### src/hw/rtl/dfgd_pkg.sv
// shared types, constants and skip table for the group delay correction block
`timescale 1ns / 1ps

package dfgd_pkg;

    localparam int NUM_REGS  = 5;
    localparam int REG_IDX_W = 3;
    localparam int REG_DATA_W = 12;
    localparam int QUEUE_DEPTH = 4;

    typedef enum logic [REG_IDX_W-1:0] {
        REG_DIGITAL_MODE = 3'd0,
        REG_FIRMWARE     = 3'd1,
        REG_DECIMATION   = 3'd2,
        REG_GROUP_DELAY  = 3'd3,
        REG_SWAP_BYTES   = 3'd4
    } reg_idx_t;

    typedef enum logic {
        ACT_SAMPLE = 1'b0,
        ACT_DRAIN  = 1'b1
    } action_t;

    localparam logic        RST_DIGITAL_MODE = 1'b1;
    localparam logic [5:0]  RST_FIRMWARE     = 6'd12;
    localparam logic [11:0] RST_DECIMATION   = 12'd2;
    localparam logic [6:0]  RST_GROUP_DELAY  = 7'd0;
    localparam logic        RST_SWAP_BYTES   = 1'b0;

    localparam logic [5:0] FW_V10     = 6'd10;
    localparam logic [5:0] FW_V11     = 6'd11;
    localparam logic [5:0] FW_V12     = 6'd12;
    localparam logic [5:0] FW_GD_LOW  = 6'd20;
    localparam logic [5:0] FW_GD_HIGH = 6'd23;

    localparam int DECIM_N  = 21;
    localparam int V12_N    = 13;

    localparam logic [11:0] DECIM_KEYS [DECIM_N] = '{
        12'd2, 12'd3, 12'd4, 12'd6, 12'd8, 12'd12, 12'd16, 12'd24, 12'd32, 12'd48,
        12'd64, 12'd96, 12'd128, 12'd192, 12'd256, 12'd384, 12'd512, 12'd768,
        12'd1024, 12'd1536, 12'd2048
    };
    localparam logic [6:0] SKIP_V10 [DECIM_N] = '{
        7'd44, 7'd33, 7'd66, 7'd59, 7'd68, 7'd60, 7'd69, 7'd61, 7'd70, 7'd61, 7'd70,
        7'd61, 7'd70, 7'd61, 7'd70, 7'd61, 7'd70, 7'd61, 7'd70, 7'd61, 7'd70
    };
    localparam logic [6:0] SKIP_V11 [DECIM_N] = '{
        7'd46, 7'd36, 7'd48, 7'd50, 7'd53, 7'd69, 7'd72, 7'd70, 7'd72, 7'd70, 7'd73,
        7'd70, 7'd72, 7'd71, 7'd72, 7'd71, 7'd72, 7'd71, 7'd72, 7'd71, 7'd72
    };
    localparam logic [6:0] SKIP_V12 [V12_N] = '{
        7'd46, 7'd36, 7'd47, 7'd50, 7'd53, 7'd69, 7'd71, 7'd70, 7'd72, 7'd70, 7'd72,
        7'd70, 7'd72
    };

    // work queued for the back end: values to correct, whether a stored pair applies and the last flag
    typedef struct packed {
        logic signed [31:0] re;
        logic signed [31:0] im;
        logic               use_store;
        logic               last;
    } cmd_t;

    function automatic logic [31:0] byte_swap(input logic [31:0] w);
        byte_swap = {w[7:0], w[15:8], w[23:16], w[31:24]};
    endfunction

    // truncated group delay from the decimation table
    function automatic logic [6:0] table_skip(input logic [11:0] dec, input logic [5:0] fw);
        logic [4:0] k;
        logic       hit;
        logic [6:0] r;
        hit = 1'b0;
        k   = '0;
        r   = '0;
        for (int i = 0; i < DECIM_N; i++)
        begin
            if (DECIM_KEYS[i] == dec)
            begin
                hit = 1'b1;
                k   = i[4:0];
            end
        end
        if (hit)
        begin
            case (fw)
                FW_V10:  r = SKIP_V10[k];
                FW_V11:  r = SKIP_V11[k];
                FW_V12:  r = (k < 5'(V12_N)) ? SKIP_V12[k[3:0]] : 7'd0;
                default: r = 7'd0;
            endcase
        end
        table_skip = r;
    endfunction

endpackage

### src/hw/rtl/dfgd_ifs.sv


interface dfgd_out_if;
    logic               valid;
    logic               ready;
    logic signed [32:0] real_out;
    logic signed [32:0] imag_out;
    logic               last;

    modport source (output valid, output real_out, output imag_out, output last,
                    input ready);
    modport sink (input valid, input real_out, input imag_out, input last,
                  output ready);
endinterface

### src/hw/rtl/dfgd_back.sv
// back end: head store read, subtraction and output register
`timescale 1ns / 1ps

module dfgd_back
    import dfgd_pkg::*;
#(
    parameter int ADDR_W = 7
) (
    input  logic              clk,
    input  logic              rst_n,
    input  logic              q_empty,
    input  cmd_t              q_cmd,
    input  logic [ADDR_W-1:0] q_addr,
    output logic              q_pop,
    output logic              ram_rd_en,
    output logic [ADDR_W-1:0] ram_rd_addr,
    input  logic [63:0]       ram_rd_data,
    dfgd_out_if.source        results
);

    logic               s1_valid_reg, s1_valid_next;
    cmd_t               s1_cmd_reg;
    logic               out_valid_reg, out_valid_next;
    logic signed [32:0] re_out_reg;
    logic signed [32:0] im_out_reg;
    logic               last_reg;
    logic               s1_adv;
    logic signed [32:0] st_re;
    logic signed [32:0] st_im;
    logic signed [32:0] re_calc;
    logic signed [32:0] im_calc;

    assign s1_adv      = !out_valid_reg || results.ready;
    assign q_pop       = !q_empty && (!s1_valid_reg || s1_adv);
    assign ram_rd_en   = q_pop;
    assign ram_rd_addr = q_addr;

    always_comb
    begin
        s1_valid_next = s1_valid_reg;
        if (q_pop)
        begin
            s1_valid_next = 1'b1;
        end
        else if (s1_adv)
        begin
            s1_valid_next = 1'b0;
        end

        out_valid_next = out_valid_reg;
        if (s1_valid_reg && s1_adv)
        begin
            out_valid_next = 1'b1;
        end
        else if (results.ready)
        begin
            out_valid_next = 1'b0;
        end
    end

    // imaginary part is conjugated, so the stored term enters with a plus sign
    always_comb
    begin
        st_re   = s1_cmd_reg.use_store ? 33'(signed'(ram_rd_data[63:32])) : 33'sd0;
        st_im   = s1_cmd_reg.use_store ? 33'(signed'(ram_rd_data[31:0])) : 33'sd0;
        re_calc = 33'(s1_cmd_reg.re) - st_re;
        im_calc = st_im - 33'(s1_cmd_reg.im);
    end

    always_ff @(posedge clk or negedge rst_n)
    begin
        if (!rst_n)
        begin
            s1_valid_reg  <= 1'b0;
            out_valid_reg <= 1'b0;
        end
        else
        begin
            s1_valid_reg  <= s1_valid_next;
            out_valid_reg <= out_valid_next;
        end
    end

    always_ff @(posedge clk)
    begin
        if (q_pop)
        begin
            s1_cmd_reg <= q_cmd;
        end
        if (s1_valid_reg && s1_adv)
        begin
            re_out_reg <= re_calc;
            im_out_reg <= im_calc;
            last_reg   <= s1_cmd_reg.last;
        end
    end

    assign results.valid    = out_valid_reg;
    assign results.real_out = re_out_reg;
    assign results.imag_out = im_out_reg;
    assign results.last     = last_reg;

endmodule
### src/flat_wrapper.sv
// flat-port wrapper written by rule: the top's interface ports become plain ports
module dfgd_back_flat import dfgd_pkg::*;
#(
    parameter int ADDR_W = 7
)
  (clk, rst_n, q_empty, q_cmd, q_addr, q_pop, ram_rd_en, ram_rd_addr, ram_rd_data, results_valid, results_real_out, results_imag_out, results_last, results_ready);
  dfgd_out_if results_i ();
  input  logic clk;
  input  logic rst_n;
  input  logic q_empty;
  input  cmd_t q_cmd;
  input  logic [ADDR_W-1:0] q_addr;
  output logic q_pop;
  output logic ram_rd_en;
  output logic [ADDR_W-1:0] ram_rd_addr;
  input  logic [63:0] ram_rd_data;
  output wire logic [$bits(results_i.valid)-1:0] results_valid;
  output wire logic [$bits(results_i.real_out)-1:0] results_real_out;
  output wire logic [$bits(results_i.imag_out)-1:0] results_imag_out;
  output wire logic [$bits(results_i.last)-1:0] results_last;
  input wire logic [$bits(results_i.ready)-1:0] results_ready;
  assign results_valid = results_i.valid;
  assign results_real_out = results_i.real_out;
  assign results_imag_out = results_i.imag_out;
  assign results_last = results_i.last;
  assign results_i.ready = results_ready;
  dfgd_back #(.ADDR_W(ADDR_W)) u_core (.clk(clk), .rst_n(rst_n), .q_empty(q_empty), .q_cmd(q_cmd), .q_addr(q_addr), .q_pop(q_pop), .ram_rd_en(ram_rd_en), .ram_rd_addr(ram_rd_addr), .ram_rd_data(ram_rd_data), .results(results_i));
endmodule
### config.mk
export PLATFORM = sky130hd
export DESIGN_NAME = dfgd_back_flat
export DESIGN_NICKNAME = d
export VERILOG_FILES = /design/src/hw/rtl/dfgd_pkg.sv /design/src/hw/rtl/dfgd_ifs.sv /design/src/hw/rtl/dfgd_back.sv /design/src/flat_wrapper.sv
export SDC_FILE = /design/constraint.sdc
export NUM_CORES = 1
export LEC_CHECK = 0
export BUFFER_PORTS_ARGS = -buffer_cell sky130_fd_sc_hd__buf_4
export CORE_MARGIN = 1.5
export CORE_UTILIZATION = 30
export CTS_CLUSTER_SIZE = 14
export DETAILED_ROUTE_END_ITERATION = 12
export GPL_ROUTABILITY_DRIVEN = 0
export PLACE_DENSITY_LB_ADDON = 0.05
export SLEW_MARGIN = 0
export SYNTH_ARGS = -nofsm -noshare
export SYNTH_HDL_FRONTEND = slang
export SYNTH_SLANG_ARGS = --single-unit
export TNS_END_PERCENT = 20
### constraint.sdc
create_clock -name clk -period 6.9 [get_ports clk]
set_input_delay 0.345 -clock clk [delete_from_list [all_inputs] [get_ports clk]]
set_output_delay 0.345 -clock clk [all_outputs]
set_load 0.05 [all_outputs]
==> metrics.csv <==
metric;value;unit
logic gate share of total power;28.7;%
switch share;33.7;%
Net Switching;0.939;mW
unique cell type count in the Yosys netlist;62;
Die X;170;µm
nets@finish;1200;
vias per inst;4.76;
async set or reset register ratio after synthesis;1.48;%
vias in the first global route;6499;
CP Launch Type;register;
part of the power in registers;37.6;%
VDD IR max;0.000151;V
Int Pwr;1.85;mW
final hold violations;0;
post-synth net total;1016;
Worst Hold Launch;q_cmd[41];
Max-cap violations;0;
Worst setup startpoint;u_core.s1_cmd_reg[1];
Iter 0 DRT Violations;266;
Setup Fix Bufs, Post-CTS;0;
first-pass GRT wire length;35100;µm
Final Total Pwr;2.79;mW
Syn Area/Cell;10.4;µm²
CTS tree;yes;
area grow syn2layout;29.1;%
drt first pass iters;5;
cell row count;60;
Worst-Margin Slew;0.989;ns
P_leak;4.53;nW
clock root buffer master;clkbuf_16;
PD cells;258;nW/µm²
min cycle time layout;3.92;ns
initial core utilization;30.8;%
worst skew pair latency;0.43;ns
Crit. End Element;register;
die height;170;µm
Synth Register Bits;135;
CP Class;reg -> reg;
Max-slew headroom;34.1;%
worst r2r src;u_core.s1_cmd_reg[1];
HP Class;in -> reg;
Cell Area, Synth;8360;µm²
CTS sink cnt;135;
CP Data Required Time;7.07;ns
layout cells sized above 1;25.1;%
Worst-path clk slew;0.07;ns
Synth area leader;edfxtp_1;
Final Slew Violations;0;
critical path fanouts, max;42;
largest net degree at the start of global routing;68;
# DRC;0;
Port-buffer cells;203;
main flop type after synthesis;edfxtp_1;
skew final;0.0114;ns
Vias;6551;
critical path arrival;4.08;ns
worst reg2reg endpoint;u_core.results.real_out[30];
post-route setup TNS;0;ns
CP Capture Point;u_core.results.real_out[30];
WL/cell;16.4;µm
EDFF count, synth;133;
R2R Setup Slk;2.98;ns
reg2reg path depth;11;
Overflow after GRT;0;
share of power burned in the clock network;33.7;%
sequential-to-total area share from yosys stat;48.4;%
RSZ-0062 raised after global routing;no;
CTS Buf Count;17;
antenna fix cells;0;
final setup fails;0;
fmax;255;MHz
post-route ant nets;0;
Final period util;56.8;%
CTS HTree Levels;4;
# IOs;218;
Yosys Warn Count;0;
synthesized instance count;808;
dpl hpwl;17100;µm
initial antenna violation count;0;
Total GRT Usage;15.8;%
DIE AREA;28900;µm²
synth top area cells;edfxtp_1 48%, ha_1 9.7%, a21oi_1 3.8%;
Synth top area share;47.8;%
clk buf depth;2;
status;complete, no violations;
max FFs per register;66;
CORE AREA;27200;µm²
Total Wirelength;22500;µm
==> cells in the final DEF (no fill, tap or decap), types with 17 or more instances in the layout <==
cell type	netlist	layout
a21o_1	25	25
a21oi_1	63	62
and2_1	36	35
buf_4	9	206
clkbuf_16	0	17
edfxtp_1	133	133
ha_1	65	65
inv_1	51	51
nand2_1	83	83
nand3_1	20	20
nor2_1	47	47
o21ai_0	35	35
xnor2_1	31	31
xor2_1	22	22
==> cell type report <==
type / instances / area [µm²]
Sequential cell: 135 / 4040
Inverter: 51 / 191
Fill cell: 2759 / 16400
Multi-Input combinational cell: 580 / 3950
Clock inverter: 15 / 168
Timing Repair Buffer: 207 / 1560
Clock buffer: 17 / 425
Tap cell: 372 / 465
==> critical path: stages (launching register included) <==
cell and delay, ns:
edfxtp_1 0.80, buf_4 0.51, and2_1 0.20, ha_1 0.18, fa_1 0.21, nor2b_1 0.07
o31a_1 0.30, o311ai_2 0.37, a21oi_1 0.17, nor2b_1 0.45, nor4b_1 0.28, nor4_1 0.10
==> kinds of logic (layout without fill, tap and decap cells) <==
kind of cell               Yosys count  count (layout)  synth area share, %
buffers and inverters               93             290                 4.62
xor gates and xnor gates            53              53                 5.55
DFF                                135             135                 48.4
and+or+nand+nor                    251             251                 14.5
muxes                                2               2                0.239
AOI/OAI and AO/OA                  207             207                 16.5
adders and majority gates           67              67                 10.2
==> cells in the mapped netlist (6+ instances only) <==
master / n
a211oi_1: 6
a21o_1: 25
a21oi_1: 63
a31oi_1: 8
and2_1: 36
and3_1: 7
buf_4: 9
clkbuf_1: 30
edfxtp_1: 133
ha_1: 65
inv_1: 51
nand2_1: 83
nand2b_1: 8
nand3_1: 20
nand4_1: 10
nor2_1: 47
nor2b_1: 14
nor3_1: 13
o21a_1: 14
o21ai_0: 35
o21bai_1: 9
xnor2_1: 31
xor2_1: 22
==> power groups by stage <==
stage / Clock [mW] / Sequential [mW] / Combinational, mW
floorplan: 0 / 1.26 / 0.371
global placement: 0 / 1.07 / 0.811
detailed placement: 0 / 1.06 / 0.805
CTS: 0.969 / 1.05 / 0.808
global route: 0.998 / 1.06 / 0.868
finish: 0.940 / 1.05 / 0.800
==> repair_timing <==
action	4_1_cts	5_1_grt
hold buffers	1	0
resized for setup	0	0
endpoints found under the hold margin	2	0
==> how the worst min path moves through the flow <==
stage	endpoint	slack, ns	cells after the start
detailed placement	u_core.results.valid	0.13	1
global placement	u_core.results.valid	0.13	1
CTS	u_core.s1_cmd_reg[45]	0.07	1
finish	u_core.s1_cmd_reg[41]	0.09	1
floorplan	u_core.results.valid	0.05	0
global route	u_core.s1_cmd_reg[42]	0.07	1
==> stage by stage <==
| step | setup WS [ns] | utilization (%) | hold slack, ns | cell area, µm² | std cells |
|---|---|---|---|---|---|
| 2_1_floorplan | 1.14 | - | 0.0494 | 8360 | 808 |
| 3_3_place_gp | 2.92 | 37.5 | 0.129 | 10200 | 1344 |
| 3_5_place_dp | 2.83 | 37.5 | 0.130 | 10200 | 1344 |
| 4_1_cts | 2.82 | 39.7 | 0.0709 | 10800 | 1377 |
| 5_1_grt | 2.57 | 39.7 | 0.0677 | 10800 | 1377 |
| 6_report | 2.98 | 39.7 | 0.0919 | 10800 | 1377 |
==> per-layer routing <==
metal	share of wire, %	track usage, %
met4	1.2	3.81
met2	48	26.3
met1	47	20.9
met3	4.7	3.23
met5	0	0
Note: power is estimated with default switching activity, not from simulation.
