### src/hw/rtl/dfgd_queue.sv
// short command queue between the front and back ends
`timescale 1ns / 1ps

module dfgd_queue #(
    parameter int WIDTH = 66,
    parameter int DEPTH = 4
) (
    input  logic             clk,
    input  logic             rst_n,
    input  logic             push,
    input  logic [WIDTH-1:0] push_data,
    input  logic             pop,
    output logic [WIDTH-1:0] head_data,
    output logic             full,
    output logic             empty
);

    localparam int PTR_W = (DEPTH > 1) ? $clog2(DEPTH) : 1;
    localparam int CNT_W = $clog2(DEPTH + 1);

    logic [WIDTH-1:0] slots_reg [DEPTH];
    logic [PTR_W-1:0] wr_ptr_reg, wr_ptr_next;
    logic [PTR_W-1:0] rd_ptr_reg, rd_ptr_next;
    logic [CNT_W-1:0] count_reg, count_next;

    always_comb
    begin
        wr_ptr_next = wr_ptr_reg;
        rd_ptr_next = rd_ptr_reg;
        count_next  = count_reg;
        if (push)
        begin
            wr_ptr_next = (wr_ptr_reg == PTR_W'(DEPTH - 1)) ? '0 : wr_ptr_reg + 1'b1;
        end
        if (pop)
        begin
            rd_ptr_next = (rd_ptr_reg == PTR_W'(DEPTH - 1)) ? '0 : rd_ptr_reg + 1'b1;
        end
        if (push && !pop)
        begin
            count_next = count_reg + 1'b1;
        end
        else if (pop && !push)
        begin
            count_next = count_reg - 1'b1;
        end
    end

    always_ff @(posedge clk or negedge rst_n)
    begin
        if (!rst_n)
        begin
            wr_ptr_reg <= '0;
            rd_ptr_reg <= '0;
            count_reg  <= '0;
        end
        else
        begin
            wr_ptr_reg <= wr_ptr_next;
            rd_ptr_reg <= rd_ptr_next;
            count_reg  <= count_next;
        end
    end

    always_ff @(posedge clk)
    begin
        if (push)
        begin
            slots_reg[wr_ptr_reg] <= push_data;
        end
    end

    assign head_data = slots_reg[rd_ptr_reg];
    assign full      = (count_reg == CNT_W'(DEPTH));
    assign empty     = (count_reg == '0);

endmodule

### config.mk
export PLATFORM = sky130hd
export DESIGN_NAME = dfgd_queue
export DESIGN_NICKNAME = d
export VERILOG_FILES = /design/src/hw/rtl/dfgd_queue.sv
export SDC_FILE = /design/constraint.sdc
export NUM_CORES = 1
export LEC_CHECK = 0
export CAP_MARGIN = 15
export CORE_UTILIZATION = 45
export CTS_BUF_LIST = sky130_fd_sc_hd__clkbuf_8
export CTS_CLUSTER_DIAMETER = 200
export DETAILED_ROUTE_END_ITERATION = 12
export DONT_BUFFER_PORTS = 1
export PLACE_DENSITY = 0.57
export SETUP_SLACK_MARGIN = 0.2
export SKIP_LAST_GASP = 1
export SYNTH_ARGS = -nofsm -noshare
export SYNTH_HDL_FRONTEND = slang
export SYNTH_SLANG_ARGS = --single-unit
### constraint.sdc
create_clock -name clk -period 3.7 [get_ports clk]
set_input_delay 0.555 -clock clk [delete_from_list [all_inputs] [get_ports clk]]
set_output_delay 0.555 -clock clk [all_outputs]
set_load 0.01 [all_outputs]
==> flow_metrics.py, run 1 <==
metrics = {
    "clocking": {
        "clockBufferDepth": 3,
        "cts_root_buf": "clkbuf_8",
        "clk_latency_ns": 0.52,
        "cts.sinks": 271,
        "cts_tree": "done",
        "path_clk_slew_ns": 0.06,
        "post-cts-setup-buffer-count": 0,
        "cts_htree_levels": 2,
        "cts_buffers": 44,
    },
    "global_routing": {
        "grt_util_met1_pct": 18.9,
        "grt-busiest-layer": "met2",
        "grt_pass1_wl_um": 25200,
        "globalRouteMet3Util_pct": 4.97,
        "grt_use_met2_pct": 25.0,
        "grt_use_total_pct": 15.2,
        "grt_pass1_vias": 4369,
        "grt_antenna_before_repair": 0,
        "overflow": 0,
        "grt_start_max_net_pins": 69,
    },
    "hold_path": {
        "hold_path_class": "in -> reg",
        "whs_path_depth": 0,
        "holdPathEnd": "slots_reg[3][60]",
        "hp-start": "push_data[60]",
    },
    "detailed_routing": {
        "vias": 3970,
        "dr.pass1.iters": 4,
        "wl_per_cell_um": 23.1,
        "viasPerCell": 5.46,
        "first_iter_violations": 189,
        "antenna_left": 0,
        "drc": 0,
        "routed_wirelength_um": 16800,
    },
    "timing": {
        "relSlewSlack_pct": 29.9,
        "finalHoldViolations": 0,
        "final.min_clock_period_ns": 2.78,
        "fin_crit_sh_pct": 75.0,
        "slew_violations": 0,
        "rsz0062_at_grt": "false",
        "clock_skew_ns": 0.00733,
        "setup_viol": 0,
        "tightest_slew_ns": 1.05,
        "setup-tns-final_ns": 0,
        "fmax_mhz": 360,
    },
    "critical_path": {
        "worst-setup-path-type": "reg -> out",
        "cp-start-kind": "flop",
        "r2r.worst_path.cells": 3,
        "r2r_end": "slots_reg[2][29]",
        "r2r_start": "wr_ptr_reg[0]",
        "cp-end-kind": "output port",
        "arrival_ns": 2.22,
        "rrSetupSlack_ns": 1.77,
        "required_ns": 3.14,
        "cp_max_fo": 21,
    },
    "die": {
        "die_area_um2": 22700,
        "io_pins": 138,
        "fp.dieW_um": 151,
        "start_util_pct": 45.8,
        "die_y_um": 151,
        "rows": 54,
        "core_area_um2": 21800,
    },
    "yosys": {
        "yosysSeqAreaShare_pct": 81.4,
        "synth.net_count": 459,
        "yosysWarnings": 0,
        "ys_seq_elements": 271,
        "yosysUniqueCellTypes": 20,
        "syn_inst": 382,
        "syn_area_um2": 9960,
        "avgSynthCellArea_um2": 26.1,
    },
    "placed_design": {
        "post-place-cells": 650,
        "hpwl_um": 9200,
        "port_buffers": 0,
        "routabilityCongestion": 0.690,
    },
    "finish": {
        "nFillCells": 1729,
        "syn_to_final_growth_pct": 10.4,
        "final_cells": 727,
        "antenna_cells": 0,
        "largest_reg_flops": 264,
        "drive_gt1_share_pct": 29.3,
        "nNetsFinal": 494,
        "final-seq-area_um2": 8110,
        "multiInputGateArea_um2": 1720,
    },
    "power_and_ir_drop": {
        "power_frac_clock_pct": 26.4,
        "switching_share_pct": 28.9,
        "internal-power_w": 0.00594,
        "p_sw_w": 0.00242,
        "p_leak_nw": 3.50,
        "sequentialPowerShare_pct": 51.6,
        "peakVddDrop_v": 0.000402,
        "power_density_nw_per_um2": 760,
        "combPwrFrac_pct": 22.0,
    },
    "run": {
        "maxCapViolCount": 0,
    },
    "outcome": {
        "run_status": "finished clean",
    },
}
-- synthesized netlist by cell type --
cell type | count | area [um^2]
and2_1 | 4 | 25.0
buf_12 | 3 | 60.1
dfrtp_1 | 7 | 175
ha_1 | 6 | 75.1
mux2_2 | 3 | 33.8
mux4_2 | 66 | 1490
xnor2_1 | 1 | 8.76
buf_4 | 4 | 30.0
nand2_1 | 2 | 7.51
buf_6 | 1 | 11.3
xor2_1 | 2 | 17.5
nor2_1 | 3 | 11.3
fa_1 | 1 | 20.0
o21ai_0 | 2 | 10.0
nor3_1 | 1 | 5.00
inv_1 | 4 | 15.0
edfxtp_1 | 264 | 7930
nor3b_1 | 1 | 7.51
buf_2 | 4 | 20.0
buf_1 | 3 | 11.3
-- cell usage in the layout (no fill, tap or decap), types with 2 or more instances in the layout --
master,Yosys,routed
nor2_1,3,3
buf_4,4,2
mux2_2,3,3
edfxtp_1,264,264
clkinv_2,0,6
clkinv_1,0,10
mux4_2,66,66
clkbuf_8,0,45
ha_1,6,6
inv_1,4,17
clkinvlp_4,0,2
dfrtp_4,0,2
xor2_1,2,2
dfrtp_1,7,5
o21ai_0,2,2
and2_4,0,4
nand2_1,2,2
-- cells by family (layout without fill, tap and decap cells) --
group	Yosys count	count (layout)	synth area share [%]
buffers and inverters	19	84	1.48
and+or+nand+nor	11	11	0.565
DFF	271	271	81.4
AOI/OAI and AO/OA	2	2	0.101
xor gates and xnor gates	3	3	0.264
adders and majority gates	7	7	0.955
muxes	69	69	15.3
-- through the flow --
stage          power, W  cell area [um^2]  setup slack, ns  hold WS [ns]  utilization (%)
4_1_cts         0.00853             11000            0.813        0.0790             50.5
2_1_floorplan   0.00588              9960             1.10         0.259                -
3_5_place_dp    0.00630             10200             1.40         0.260             47.0
3_3_place_gp    0.00625             10200             1.43         0.260             47.0
6_report        0.00836             11000            0.925         0.122             50.5
5_1_grt         0.00876             11000            0.768        0.0785             50.5
-- worst max-delay path by stage --
stage          slack [ns]               to          start
6_report             0.92    head_data[40]  rd_ptr_reg[0]
5_1_grt              0.77    head_data[22]  rd_ptr_reg[0]
4_1_cts              0.81    head_data[40]  rd_ptr_reg[0]
3_5_place_dp         1.40    head_data[40]  rd_ptr_reg[0]
3_3_place_gp         1.43    head_data[36]  rd_ptr_reg[0]
2_1_floorplan        1.10  slots_reg[0][0]  wr_ptr_reg[0]
-- worst max-delay path: stages, from the launching register on --
cell and delay [ns]:
dfrtp_4 0.73, buf_4 0.36, mux4_2 0.59
-- power by group through the flow --
| stage | clock network (W) | logic (W) | registers [W] |
|---|---|---|---|
| after floorplan | 0 | 0.00177 | 0.00411 |
| after global placement | 0 | 0.00189 | 0.00436 |
| after detailed placement | 0 | 0.00190 | 0.00440 |
| after CTS | 0.00228 | 0.00191 | 0.00434 |
| after global routing | 0.00240 | 0.00198 | 0.00438 |
| final | 0.00221 | 0.00184 | 0.00431 |
-- cell type report --
type,instances,area share [%]
sequential,271,73.8
clock buffer,45,5.64
inverter,4,0.137
tap,280,3.19
clock inverter,31,1.20
timing repair buffer,4,0.410
multi-input combinational,92,15.6
-- routing by layer --
metal,share of wire [%],routed length (um)
met2,51,8630
met3,7.6,1280
met5,0,0
met4,1.6,268
met1,39,6650
-- repair_timing --
action,in CTS,in global routing
hold buffers,1,0
gates resized for setup,0,0
hold endpoints to repair,7,0
No activity file was read; power rests on OpenSTA's default activity.
==> run 2, diff against run 1 <==
clock period = 2.8 ns   (was 3.7 ns; I/O delays follow)
==> run 2 against run 1 <==
Cell area up 8.6%. Register-to-register slack worse by 0.87 ns. First-iteration DRC count is 40% higher. Die area unchanged.
==> flow_metrics.py, run 2 (same netlist as run 1, synthesis figures left out) <==
metrics = {
    "critical_path": {
        "required_ns": 2.38,
        "worst-setup-path-type": "reg -> out",
        "crit_chain": "buf_4 -> mux4_2",
        "cp_num_buf_inv": 1,
        "cpPeakStageDelay_ns": 0.67,
        "cp.depth": 2,
        "slowest_stage": "dfrtp_4",
        "cp_max_fo": 16,
        "rrSetupSlack_ns": 0.90,
        "r2r_start": "wr_ptr_reg[0]",
        "arrival_ns": 2.05,
        "cp-end-kind": "output port",
        "r2r.worst_path.cells": 4,
        "r2r_end": "slots_reg[2][44]",
        "crit_family": "flip-flops",
        "cp-start-kind": "flop",
    },
    "timing": {
        "slew_violations": 0,
        "fin_crit_sh_pct": 88.0,
        "setup_viol": 0,
        "tightest_slew_ns": 0.644,
        "relSlewSlack_pct": 57.0,
        "layout_setup_ws_ns": 0.335,
        "finalHoldViolations": 0,
        "final.min_clock_period_ns": 2.47,
        "setup-tns-final_ns": 0,
        "clock_skew_ns": 0.0190,
        "rsz0062_at_grt": "false",
        "fmax_mhz": 406,
    },
    "hold_path": {
        "whs_path_depth": 1,
        "hold_path_class": "in -> reg",
        "holdPathEnd": "rd_ptr_reg[0]",
        "hp-start": "pop",
    },
    "detailed_routing": {
        "vias": 4298,
        "dr.pass1.iters": 4,
        "first_iter_violations": 264,
        "wl_per_cell_um": 21.9,
        "drc": 0,
        "viasPerCell": 5.29,
        "antenna_left": 0,
        "routed_wirelength_um": 17800,
    },
    "placed_design": {
        "hpwl_um": 9920,
        "routabilityCongestion": 0.668,
        "port_buffers": 0,
        "post-place-cells": 663,
        "dp_slack_ns": 0.615,
    },
    "finish": {
        "largest_reg_flops": 264,
        "layout.cells.most_common": "edfxtp_1",
        "multiInputGateArea_um2": 1720,
        "final-seq-area_um2": 8110,
        "drive_gt1_share_pct": 29.0,
        "nNetsFinal": 575,
        "nFillCells": 1671,
        "layout_common_cells": "edfxtp_1, dlygate4sd3_1, mux4_2",
        "syn_to_final_growth_pct": 19.8,
        "final_cells": 812,
    },
    "clocking": {
        "cts.sinks": 271,
        "path_clk_slew_ns": 0.05,
        "cts_htree_levels": 2,
        "cts_buffers": 43,
        "cts_resized": 0,
        "clockBufferDepth": 3,
        "cts_tree": "done",
        "cts_root_buf": "clkbuf_8",
        "clk_latency_ns": 0.53,
    },
    "die": {
        "rows": 54,
        "start_util_pct": 45.8,
        "core_area_um2": 21800,
        "die_area_um2": 22700,
        "io_pins": 138,
        "die_y_um": 151,
        "fp.dieW_um": 151,
    },
    "power_and_ir_drop": {
        "power_density_nw_per_um2": 977,
        "internal-power_w": 0.00830,
        "p_sw_w": 0.00336,
        "peakVddDrop_v": 0.000688,
        "total_power_w": 0.0117,
        "combPwrFrac_pct": 25.4,
        "switching_share_pct": 28.8,
        "sequentialPowerShare_pct": 47.4,
        "power_frac_clock_pct": 27.2,
        "p_leak_nw": 3.93,
    },
    "global_routing": {
        "grt_use_total_pct": 16.0,
        "grt_start_max_net_pins": 35,
        "grt_antenna_before_repair": 1,
        "grt_pass1_wl_um": 26200,
        "grt_pass1_vias": 4605,
        "overflow": 0,
    },
    "run": {
        "maxCapViolCount": 0,
    },
    "outcome": {
        "run_status": "finished clean",
    },
}
==> run 2: through the flow <==
stage / area (um^2) / hold slack, ns / util, %
after floorplan: 9960 / 0.124 / -
after global placement: 10400 / 0.125 / 47.7
after detailed placement: 10400 / 0.125 / 47.7
after CTS: 11900 / 0.0149 / 54.8
after global routing: 11900 / 0.0241 / 54.8
final: 11900 / 0.0510 / 54.8
==> run 2: power by group through the flow <==
stage                     Clock (W)  Sequential (W)  Combinational [W]
after global placement            0         0.00571            0.00269
after CTS                   0.00328         0.00555            0.00305
after global routing        0.00343         0.00561            0.00320
after floorplan                   0         0.00542            0.00234
after detailed placement          0         0.00575            0.00271
final                       0.00317         0.00553            0.00296
==> run 2: final cells by class <==
type	instances	share of cell area (%)
Clock inverter	31	1.54
Inverter	4	0.126
Clock buffer	47	5.42
Timing Repair Buffer	86	7.57
Antenna cell	1	0.0210
Sequential cell	271	68.0
Tap cell	280	2.94
Multi-Input combinational cell	92	14.4
==> run 2: timing repair <==
action                                 4_1_cts  5_1_grt
endpoints found under the hold margin      273        0
setup buffers                                2        0
setup endpoints to repair                   54        0
hold buffers                                68        0
==> run 2: layer usage <==
layer	track usage [%]	vias to the layer above	routed length, um
met5	0	-	0
met4	5.30	0	308
met3	5.42	31	1480
met2	25.6	148	8500
met1	20.4	2236	7480
li1	-	1883	-
==> run 2: how the worst max path moves through the flow <==
stage	slack, ns	to	startpoint
global route	0.20	head_data[4]	rd_ptr_reg[0]
detailed placement	0.62	head_data[4]	rd_ptr_reg[0]
global placement	0.62	head_data[4]	rd_ptr_reg[0]
finish	0.33	head_data[4]	rd_ptr_reg[0]
CTS	0.25	head_data[4]	rd_ptr_reg[0]
floorplan	0.23	slots_reg[1][0]	wr_ptr_reg[1]
==> run 2: worst register-to-register path, delay by kind of cell (launching register included) <==
kind / cells / cell delay [ns]
buf+inv: 2 / 0.50
simple gates: 1 / 0.48
flops: 1 / 0.42
fa+ha+maj: 1 / 0.16
==> run 3, diff against run 2 <==
HOLD_SLACK_MARGIN = 0.15   (was not set)
==> run 3 against run 2 <==
Non-clock buffer count grew 1. Via count grew 0.40%. Clock skew shrank 0.00073 ns. Register-to-register slack is essentially flat. Largest cell class unchanged. Largest power group unchanged.
==> flow_metrics.py, run 3 (same netlist as run 1, synthesis figures left out) <==
metrics = {
    "timing": {
        "hold_ws_ns": 0.210,
        "fmax_mhz": 405,
        "tightest_slew_ns": 0.644,
        "fin_crit_sh_pct": 88.2,
        "final.min_clock_period_ns": 2.47,
        "setup-tns-final_ns": 0,
        "clock_skew_ns": 0.0182,
        "rsz0062_at_grt": "false",
        "relSlewSlack_pct": 57.0,
        "setup_viol": 0,
        "finalHoldViolations": 0,
        "slew_violations": 0,
    },
    "die": {
        "core_area_um2": 21800,
        "die_area_um2": 22700,
        "rows": 54,
        "start_util_pct": 45.8,
        "io_pins": 138,
        "die_y_um": 151,
        "fp.dieW_um": 151,
    },
    "finish": {
        "layout_common_cells": "edfxtp_1, dlygate4sd3_1, mux4_2",
        "drive_gt1_share_pct": 28.9,
        "syn_to_final_growth_pct": 19.9,
        "largest_reg_flops": 264,
        "nNetsFinal": 576,
        "layout.cells.most_common": "edfxtp_1",
    },
    "critical_path": {
        "cpPeakStageDelay_ns": 0.67,
        "r2r_end": "slots_reg[2][44]",
        "crit_end": "head_data[4]",
        "slowest_stage": "dfrtp_4",
        "startpoint": "rd_ptr_reg[0]",
        "crit_chain": "buf_4 -> mux4_2",
        "worst-setup-path-type": "reg -> out",
        "arrival_ns": 2.05,
        "cp_num_buf_inv": 1,
        "required_ns": 2.38,
        "cp.depth": 2,
        "crit_family": "flip-flops",
        "r2r_start": "wr_ptr_reg[0]",
        "cp_max_fo": 16,
        "cp-end-kind": "output port",
        "r2r.worst_path.cells": 4,
        "cp-start-kind": "flop",
        "rrSetupSlack_ns": 0.91,
    },
    "run": {
        "maxCapViolCount": 0,
    },
    "detailed_routing": {
        "viasPerCell": 5.31,
        "vias": 4315,
        "first_iter_violations": 268,
        "drc": 0,
        "routed_wirelength_um": 17800,
        "wl_per_cell_um": 21.9,
        "dr.pass1.iters": 4,
        "antenna_left": 0,
    },
    "clocking": {
        "cts_buffers": 43,
        "cts_htree_levels": 2,
        "clk_latency_ns": 0.53,
        "path_clk_slew_ns": 0.06,
        "cts.sinks": 271,
        "clockBufferDepth": 3,
        "cts_root_buf": "clkbuf_8",
        "cts_resized": 0,
        "cts_tree": "done",
    },
    "hold_path": {
        "hold_path_class": "in -> reg",
    },
    "power_and_ir_drop": {
        "p_leak_nw": 3.93,
        "power_density_nw_per_um2": 976,
        "peakVddDrop_v": 0.000687,
    },
    "placed_design": {
        "hpwl_um": 9920,
        "port_buffers": 0,
        "routabilityCongestion": 0.668,
    },
    "global_routing": {
        "grt_pass1_wl_um": 26200,
        "grt_antenna_before_repair": 1,
        "grt_use_total_pct": 16.0,
        "overflow": 0,
        "grt_start_max_net_pins": 35,
        "grt_pass1_vias": 4608,
    },
    "outcome": {
        "run_status": "finished clean",
    },
}
[run 3: cell count changes in the layout (fill, tap and decap cells not counted)]
| cell | delta |
|---|---|
| dlygate4sd3_1 | +1 |
[run 3: final cells by class]
class / count / area, um^2
Timing Repair Buffer: 87 / 913
Sequential cell: 271 / 8110
Clock inverter: 31 / 184
Fill cell: 1670 / 9820
Clock buffer: 47 / 647
Inverter: 4 / 15.0
Antenna cell: 1 / 2.50
Multi-Input combinational cell: 92 / 1720
Tap cell: 280 / 350
[run 3: worst min path at each step]
stage	end	from	cells past startpoint
2_1_floorplan	count_reg[0]	rst_n	0
3_3_place_gp	rd_ptr_reg[1]	rst_n	0
3_5_place_dp	rd_ptr_reg[1]	rst_n	0
4_1_cts	count_reg[0]	pop	3
5_1_grt	count_reg[0]	pop	3
6_report	count_reg[0]	pop	3
[run 3: worst reg2reg max path, stage by stage (launching register included)]
cell and delay [ns]:
dfrtp_1 0.42, inv_1 0.13, ha_1 0.16, and2_4 0.48, buf_4 0.37
[run 3: layer usage]
layer	global-route usage [%]	vias to the layer above	part of all wire [%]
met4	5.30	0	1.6
met5	0	-	0
li1	-	1886	-
met2	25.6	149	48
met1	20.4	2252	42
met3	5.58	28	8.3
[run 3: stage by stage]
| step | instances | util [%] | instance area [um^2] | setup WS [ns] | total power, W |
|---|---|---|---|---|---|
| 3_3_place_gp | 663 | 47.7 | 10400 | 0.620 | 0.00840 |
| 6_report | 813 | 54.9 | 11900 | 0.330 | 0.0117 |
| 5_1_grt | 812 | 54.9 | 11900 | 0.204 | 0.0122 |
| 4_1_cts | 812 | 54.9 | 11900 | 0.247 | 0.0119 |
| 3_5_place_dp | 663 | 47.7 | 10400 | 0.615 | 0.00846 |
| 2_1_floorplan | 382 | - | 9960 | 0.225 | 0.00776 |
[run 3: report_power, final]
group / switching (W) / total [W] / internal [W] / leakage, nW
Clock: 0.00143 / 0.00317 / 0.00173 / 0.477
Sequential: 0.000323 / 0.00553 / 0.00521 / 2.51
Combinational: 0.00160 / 0.00296 / 0.00135 / 0.947
Total: 0.00336 / 0.0117 / 0.00830 / 3.93
[run 3: what timing repair did]
item / in CTS / in global routing
buffers inserted: 2 / 0
hold buffers: 69 / 0
hold endpoints to repair: 276 / 0
setup endpoints to repair: 54 / 0
